<file path="config.mk">
export PLATFORM = sky130hd
export DESIGN_NAME = indexed_double_ended_queue_core
export DESIGN_NICKNAME = d
export VERILOG_FILES = /design/src/design/idq_pkg.sv /design/src/design/indexed_double_ended_queue_core.sv /design/src/design/idq_cell.sv
export SDC_FILE = /design/constraint.sdc
export NUM_CORES = 1
export LEC_CHECK = 0
export BUFFER_PORTS_ARGS = -buffer_cell sky130_fd_sc_hd__buf_2
export CORE_ASPECT_RATIO = 0.5
export CORE_MARGIN = 1.5
export CORE_UTILIZATION = 25
export CTS_CLUSTER_SIZE = 40
export DETAILED_ROUTE_END_ITERATION = 10
export PLACE_DENSITY = 0.48
export SYNTH_ARGS = -nofsm -noshare
export SYNTH_HDL_FRONTEND = slang
export SYNTH_SLANG_ARGS = --single-unit
</file>
<file path="constraint.sdc">
create_clock -name clk -period 6.8 [get_ports clk]
set_clock_uncertainty 0.15 [all_clocks]
set_input_delay 0.68 -clock clk [delete_from_list [all_inputs] [get_ports clk]]
set_output_delay 0.68 -clock clk [all_outputs]
set_load 0.02 [all_outputs]
</file>
<file path="src/design/idq_pkg.sv">
// Package for the indexed double-ended queue: request and response beat types,
// function and status codes, and the shift command that the storage cells decode.
// No dependencies.
package idq_pkg;

    localparam int DEF_CAPACITY   = 16;
    localparam int DEF_DATA_WIDTH = 32;

    localparam logic [3:0] FN_PUSH_FRONT = 4'd0;
    localparam logic [3:0] FN_PUSH_BACK  = 4'd1;
    localparam logic [3:0] FN_POP_FRONT  = 4'd2;
    localparam logic [3:0] FN_POP_BACK   = 4'd3;
    localparam logic [3:0] FN_INSERT     = 4'd4;
    localparam logic [3:0] FN_ERASE      = 4'd5;
    localparam logic [3:0] FN_READ       = 4'd6;
    localparam logic [3:0] FN_PEEK_FRONT = 4'd7;
    localparam logic [3:0] FN_PEEK_BACK  = 4'd8;

    localparam logic [1:0] ST_OK    = 2'd0;
    localparam logic [1:0] ST_RANGE = 2'd1;
    localparam logic [1:0] ST_FULL  = 2'd2;

    typedef enum logic [1:0] {
        SH_HOLD,
        SH_OPEN,
        SH_CLOSE
    } shift_op_t;

    typedef struct packed {
        logic [3:0]  func;
        logic [4:0]  position;
        logic [31:0] item_value;
    } req_t;

    typedef struct packed {
        logic [31:0] result_value;
        logic [1:0]  status;
        logic [4:0]  count;
        logic        is_empty;
    } rsp_t;

endpackage

</file>
<file path="src/design/indexed_double_ended_queue_core.sv">
// Top level of the indexed double-ended queue: request decode, the chain of
// storage cells and the response register. Uses idq_pkg and idq_cell.
//
//   channel | signals                     | beat content
//   --------+-----------------------------+---------------------------------
//   req     | req_valid, req_stall, req   | func, position, item_value
//   rsp     | rsp_valid, rsp_stall, rsp   | result_value, status, count, is_empty
//
// On a request, the cells at and beyond the position shift or load in the same
// cycle, so one request is accepted per clock while the response register drains.
// The response is registered and appears in the cycle after the request beat.
// Reset clears the fill count and the response valid; cell contents are not reset.
// A stalled response holds the request side stalled until it is taken.
module indexed_double_ended_queue_core #(
    parameter int CAPACITY   = idq_pkg::DEF_CAPACITY,
    parameter int DATA_WIDTH = idq_pkg::DEF_DATA_WIDTH
) (
    input  logic          clk,
    input  logic          rst_n,
    input  logic          req_valid,
    output logic          req_stall,
    input  idq_pkg::req_t req,
    output logic          rsp_valid,
    input  logic          rsp_stall,
    output idq_pkg::rsp_t rsp
);
    import idq_pkg::*;

    localparam int IDX_W = $clog2(CAPACITY);
    localparam int CNT_W = $clog2(CAPACITY + 1);
    localparam int CMP_W = (CNT_W > 5) ? CNT_W : 5;

    logic [CNT_W-1:0]      fill_reg;
    logic [CNT_W-1:0]      fill_next;
    logic                  rsp_valid_reg;
    logic                  rsp_valid_next;
    rsp_t                  rsp_reg;
    rsp_t                  rsp_next;

    logic                  req_beat;
    logic                  full;
    logic                  empty;
    logic [CMP_W-1:0]      pos_w;
    logic [CMP_W-1:0]      cnt_w;
    logic [CNT_W-1:0]      last_cnt;
    logic [IDX_W-1:0]      last_idx;
    logic [IDX_W-1:0]      pos_idx;
    shift_op_t             op;
    logic [IDX_W-1:0]      at;
    logic                  rd_en;
    logic [1:0]            status;
    logic [63:0]           din_wide;
    logic [DATA_WIDTH-1:0] din;
    logic [DATA_WIDTH-1:0] rd_data;
    logic [63:0]           rd_wide;
    logic [DATA_WIDTH-1:0] cell_q [CAPACITY];

    assign req_beat = req_valid && !req_stall;
    assign req_stall = rsp_valid_reg && rsp_stall;

    assign full     = (fill_reg == CNT_W'(CAPACITY));
    assign empty    = (fill_reg == '0);
    assign pos_w    = CMP_W'(req.position);
    assign cnt_w    = CMP_W'(fill_reg);
    assign last_cnt = fill_reg - 1'b1;
    assign last_idx = last_cnt[IDX_W-1:0];
    assign pos_idx  = pos_w[IDX_W-1:0];
    assign din_wide = {32'd0, req.item_value};
    assign din      = din_wide[DATA_WIDTH-1:0];

    always_comb
    begin
        op     = SH_HOLD;
        at     = '0;
        rd_en  = 1'b0;
        status = ST_OK;
        case (req.func)
            FN_PUSH_FRONT:
            begin
                if (full)
                    status = ST_FULL;
                else
                    op = SH_OPEN;
            end
            FN_PUSH_BACK:
            begin
                if (full)
                begin
                    status = ST_FULL;
                end
                else
                begin
                    op = SH_OPEN;
                    at = fill_reg[IDX_W-1:0];
                end
            end
            FN_POP_FRONT:
            begin
                if (empty)
                begin
                    status = ST_RANGE;
                end
                else
                begin
                    op    = SH_CLOSE;
                    rd_en = 1'b1;
                end
            end
            FN_POP_BACK:
            begin
                if (empty)
                begin
                    status = ST_RANGE;
                end
                else
                begin
                    op    = SH_CLOSE;
                    at    = last_idx;
                    rd_en = 1'b1;
                end
            end
            FN_INSERT:
            begin
                if (pos_w > cnt_w)
                begin
                    status = ST_RANGE;
                end
                else if (full)
                begin
                    status = ST_FULL;
                end
                else
                begin
                    op = SH_OPEN;
                    at = pos_idx;
                end
            end
            FN_ERASE:
            begin
                if (pos_w >= cnt_w)
                begin
                    status = ST_RANGE;
                end
                else
                begin
                    op    = SH_CLOSE;
                    at    = pos_idx;
                    rd_en = 1'b1;
                end
            end
            FN_READ:
            begin
                if (pos_w >= cnt_w)
                begin
                    status = ST_RANGE;
                end
                else
                begin
                    at    = pos_idx;
                    rd_en = 1'b1;
                end
            end
            FN_PEEK_FRONT:
            begin
                if (empty)
                    status = ST_RANGE;
                else
                    rd_en = 1'b1;
            end
            FN_PEEK_BACK:
            begin
                if (empty)
                begin
                    status = ST_RANGE;
                end
                else
                begin
                    at    = last_idx;
                    rd_en = 1'b1;
                end
            end
            default:
            begin
                status = ST_RANGE;
            end
        endcase
    end

    genvar k;
    generate
        for (k = 0; k < CAPACITY; k++)
        begin : g_cell
            logic [DATA_WIDTH-1:0] left_d;
            logic [DATA_WIDTH-1:0] right_d;
            if (k == 0)
            begin : g_first
                assign left_d = '0;
            end
            else
            begin : g_left
                assign left_d = cell_q[k-1];
            end
            if (k == CAPACITY - 1)
            begin : g_last
                assign right_d = '0;
            end
            else
            begin : g_right
                assign right_d = cell_q[k+1];
            end
            idq_cell #(
                .CAPACITY   (CAPACITY),
                .DATA_WIDTH (DATA_WIDTH),
                .IDX        (k),
                .IDX_W      (IDX_W),
                .CNT_W      (CNT_W)
            ) u_cell (
                .clk   (clk),
                .op    (req_beat ? op : SH_HOLD),
                .at    (at),
                .cnt   (fill_reg),
                .din   (din),
                .left  (left_d),
                .right (right_d),
                .q     (cell_q[k])
            );
        end
    endgenerate

    assign rd_data = rd_en ? cell_q[at] : '0;
    assign rd_wide = 64'(rd_data);

    always_comb
    begin
        fill_next = fill_reg;
        if (req_beat)
        begin
            case (op)
                SH_OPEN:  fill_next = fill_reg + 1'b1;
                SH_CLOSE: fill_next = fill_reg - 1'b1;
                default:  fill_next = fill_reg;
            endcase
        end
    end

    always_comb
    begin
        rsp_next.result_value = rd_wide[31:0];
        rsp_next.status       = status;
        rsp_next.count        = 5'(fill_next);
        rsp_next.is_empty     = (fill_next == '0);
        if (req_beat)
            rsp_valid_next = 1'b1;
        else
            rsp_valid_next = rsp_valid_reg && rsp_stall;
    end

    always_ff @(posedge clk or negedge rst_n)
    begin
        if (!rst_n)
        begin
            fill_reg      <= '0;
            rsp_valid_reg <= 1'b0;
        end
        else
        begin
            fill_reg      <= fill_next;
            rsp_valid_reg <= rsp_valid_next;
        end
    end

    always_ff @(posedge clk)
    begin
        if (req_beat)
        begin
            rsp_reg <= rsp_next;
        end
    end

    assign rsp_valid = rsp_valid_reg;
    assign rsp       = rsp_reg;

endmodule

</file>
<file path="src/design/idq_cell.sv">
// One storage cell of the queue chain. It holds one entry and, on a shift
// command, loads the new value or takes its left or right neighbor. Uses idq_pkg.
module idq_cell #(
    parameter int CAPACITY   = idq_pkg::DEF_CAPACITY,
    parameter int DATA_WIDTH = idq_pkg::DEF_DATA_WIDTH,
    parameter int IDX        = 0,
    parameter int IDX_W      = $clog2(CAPACITY),
    parameter int CNT_W      = $clog2(CAPACITY + 1)
) (
    input  logic                    clk,
    input  idq_pkg::shift_op_t      op,
    input  logic [IDX_W-1:0]        at,
    input  logic [CNT_W-1:0]        cnt,
    input  logic [DATA_WIDTH-1:0]   din,
    input  logic [DATA_WIDTH-1:0]   left,
    input  logic [DATA_WIDTH-1:0]   right,
    output logic [DATA_WIDTH-1:0]   q
);
    import idq_pkg::*;

    localparam logic [IDX_W-1:0] MY_IDX  = IDX_W'(IDX);
    localparam logic [CNT_W-1:0] MY_CNT  = CNT_W'(IDX);
    localparam logic [CNT_W-1:0] NXT_CNT = CNT_W'(IDX + 1);

    logic [DATA_WIDTH-1:0] data_reg;
    logic [DATA_WIDTH-1:0] data_next;

    always_comb
    begin
        data_next = data_reg;
        case (op)
            SH_OPEN:
            begin
                if (MY_IDX == at)
                begin
                    data_next = din;
                end
                else if (MY_IDX > at && MY_CNT <= cnt)
                begin
                    data_next = left;
                end
            end
            SH_CLOSE:
            begin
                if (MY_IDX >= at && NXT_CNT < cnt)
                begin
                    data_next = right;
                end
            end
            default:
            begin
                data_next = data_reg;
            end
        endcase
    end

    always_ff @(posedge clk)
    begin
        data_reg <= data_next;
    end

    assign q = data_reg;

endmodule

</file>
==> impl_metrics.ini <==
[timing]
unrepaired_setup_endpoints_after_global_routing = false
timing.final.crit_period_ns = 6.213
final-setup-viol-count = 0
report.final.hold_viol_count = 0
timing_max_transition_violations_final = 0
final.setup.tns_ns = 0
max_freq_mhz = 161.0
worstMarginPinSlew_ns = 1.131
period_share = 0.9137
whs_ns = 0.1140
relative_slew_slack = 0.2459

[setup_path]
worst-path-max-fanout = 34
worstPathRequired_ns = 6.89
worst_setup_path_end_kind = flop
timing.rr.start = cnt_w[3]
timing.critical_path.from = cnt_w[3]
worstPathArrival_ns = 6.30
criticalPathCategory = flop to flop
cells_on_worst_reg2reg_path = 15
start_kind = flop

[layout]
multiInputGateArea_um2 = 14800
fraction_of_layout_instances_using_a_drive_strength_above_1 = 0.1410
fillerInstances = 13210
areaGrowthSynthToFinish_pct = 13.89
largest_reg_flops = 512
nets = 2907
postLayoutCellArea_um2 = 36880
seqCellArea_um2 = 16730
final-instance-count-excl-fill = 4606

[detailed_routing]
drt-vias-per-instance = 5.277
drtPass1Iterations = 6
drt_drc_violations_left = 0
route.final.wire_length_um = 113800
dr_total_vias = 24310
drt_iter0_drc = 2697
drtAntennaViolNets = 0
wl_per_cell_um = 24.70

[placed_design]
globalplace.congestion = 0.7885
hpwlAfterDp_um = 64710
place_area_um2 = 34900
post_placement_cell_count = 4489
port-buffer-count = 86

[global_route]
largest_net_degree_at_the_start_of_global_routing = 263
first_global_vias = 23310
grt_antenna_before_repair = 6
grt_overflow = 0
grt_pass1_wl_um = 165600
grt_util_all_layers = 0.1683

[clock_tree]
htreeDepth = 3
tritoncts.num_buffers = 66
cts.repair_timing.setup_buffer_count = 0
cts.clk_slew.worst_paths_ns = 0.07
tritoncts = done
post_cts.resized_instances = 0
clk_root_buffer_cell = clkbuf_16
cts_buffer_depth = 3
clock_sinks = 558
worst_skew_pair.late_latency_ns = 0.63

[synthesis]
synth_seq_area_share = 0.5166
mappedNetlistArea_um2 = 32380
postSynth.topFlopCell = edfxtp_1
synth.lib_cells_used.distinct = 69
synth_fp_nets = 2942
async_reset_ff_frac = 0.01075
edff_count_synth = 552
post-synth-top-area-fraction = 0.5119
post_synth_inst_count = 2883
ys_ff_latch = 558
synthTopCellsByArea = edfxtp_1 (51%), mux2i_1 (14%), mux4_2 (7.3%)
synth_largest_area_cell = edfxtp_1
syn-mean-instance-area_um2 = 11.23
warnings_from_yosys = 0

[floorplan]
die_width_um = 512.0
floorplan.die.height_um = 257.5
placement_rows = 93
initial_utilization = 0.2518
fp.dieArea_um2 = 131800
placeable_core_area_um2 = 128600
design.portCount = 87

[worst_hold_path]
worst_hold_path_type = input port to flop
hp-start = req_valid
holdPathStages = 2

[power_and_ir_drop]
power_density_nw_per_um2 = 325.6
power_leakage_nw = 13.54
vdd.ir_drop.worst_v = 0.0002698

[run]
cap_viol_max_count = 0

[status]
status = complete, no violations
[worst max-delay path: stages (launching register included)]
cell and delay, ns:
dfrtp_1 0.62, clkinv_1 0.39, ha_1 0.43, o21ai_1 0.11
a21oi_1 0.08, nor3_1 0.75, nor2_1 0.18, o21a_1 0.24
nor4_1 0.31, inv_1 0.11, nor2_1 0.19, inv_1 0.09
ha_4 0.30, a21boi_0 0.21, a311oi_4 0.96, buf_4 0.68
[stage by stage]
stage                     worst slack, ns  power [W]    util
after floorplan                    0.2870   0.007131       -
after global placement             0.7085   0.008622  0.2715
after detailed placement           0.6100   0.008660  0.2715
after CTS                          0.5671    0.01206  0.2868
after global routing               0.1094    0.01248  0.2868
final                              0.5870    0.01201  0.2868
[layout by cell type (no fill, tap or decap), types with 35 or more instances in the layout]
| cell | instances |
|---|---|
| buf_2 | 86 |
| a22oi_1 | 41 |
| o21ai_1 | 208 |
| mux4_2 | 105 |
| clkbuf_16 | 71 |
| nand3_1 | 35 |
| buf_4 | 71 |
| nand2_1 | 565 |
| a22o_1 | 55 |
| edfxtp_1 | 552 |
| mux2i_1 | 449 |
| o21ai_0 | 314 |
| a21oi_1 | 77 |
[power breakdown]
| part | switching, W | internal (W) | total [W] | leakage [nW] |
|---|---|---|---|---|
| Combinational | 0.00262 | 0.00137 | 0.00399 | 7.46 |
| Sequential | 0.000245 | 0.00439 | 0.00463 | 5.14 |
| Clock | 0.00148 | 0.00191 | 0.00338 | 0.946 |
| Total | 0.00434 | 0.00767 | 0.0120 | 13.5 |
[final cells by class]
class | count | share of cell area
flip-flops and latches | 558 | 0.4536
multi-input cells | 2039 | 0.4014
well taps | 1710 | 0.05802
clock buffers | 98 | 0.05093
repair buffers | 169 | 0.03237
clock inverters | 16 | 0.002138
inverters | 14 | 0.001425
diodes | 2 | 0.0001357
[layer usage]
metal | part of all wire | wire length (um) | vias to the layer above | global-route usage
met4 | 0.029 | 3265 | 4 | 0.05296
met5 | 0.00022 | 25 | - | 0
li1 | - | - | 10780 | -
met3 | 0.074 | 8374 | 166 | 0.02679
met1 | 0.44 | 50150 | 12330 | 0.2349
met2 | 0.46 | 51970 | 1027 | 0.2658
[kinds of logic after synthesis]
kind of cell / count (synthesis) / synth area share
xor gates and xnor gates: 1 / 0.0002705
and+or+nand+nor: 683 / 0.08575
AOI/OAI and AO/OA: 787 / 0.1397
adders and majority gates: 14 / 0.005410
DFF: 558 / 0.5166
muxes: 554 / 0.2118
buffers and inverters: 286 / 0.04042
[cells in the mapped netlist, types with 2 or more instances]
library cell / n
dfrtp_1: 6
nand3_1: 40
a22o_1: 55
o21ai_2: 2
ha_1: 14
nor2b_1: 2
o22ai_1: 2
a22oi_1: 42
a21oi_1: 79
o21ai_0: 314
nor2_1: 28
clkbuf_1: 177
buf_1: 7
buf_4: 30
inv_1: 12
and2_1: 8
nand3_2: 2
a311oi_1: 5
o211a_1: 7
edfxtp_1: 552
clkinv_1: 2
buf_6: 8
o31a_1: 2
nor3_1: 9
a211oi_1: 3
buf_2: 50
o21ai_1: 209
mux2i_1: 449
mux4_2: 105
a21boi_0: 7
a21o_1: 4
o211ai_1: 4
a31oi_1: 27
nand2_2: 2
and3_1: 2
a221oi_1: 5
nand2b_1: 4
or3b_1: 2
nor4_1: 2
o21a_1: 6
nand2_1: 569
[final timing paths]
| check | endpoint | slack [ns] |
|---|---|---|
| min | rsp_valid | 0.11 |
| max in group asynchronous | cnt_w[0] | 6.05 |
| min in group asynchronous | rsp_valid | 0.28 |
| max | g_cell[6].u_cell.q[2] | 0.59 |
| min reg2reg | rsp_valid | 0.38 |
| max reg2reg | g_cell[6].u_cell.q[2] | 0.59 |
[timing repair]
item,4_1_cts,5_1_grt
hold endpoints to repair,6,0
hold buffers,1,0
setup endpoints to repair,0,0
Note: power is estimated with default switching activity, not from simulation.
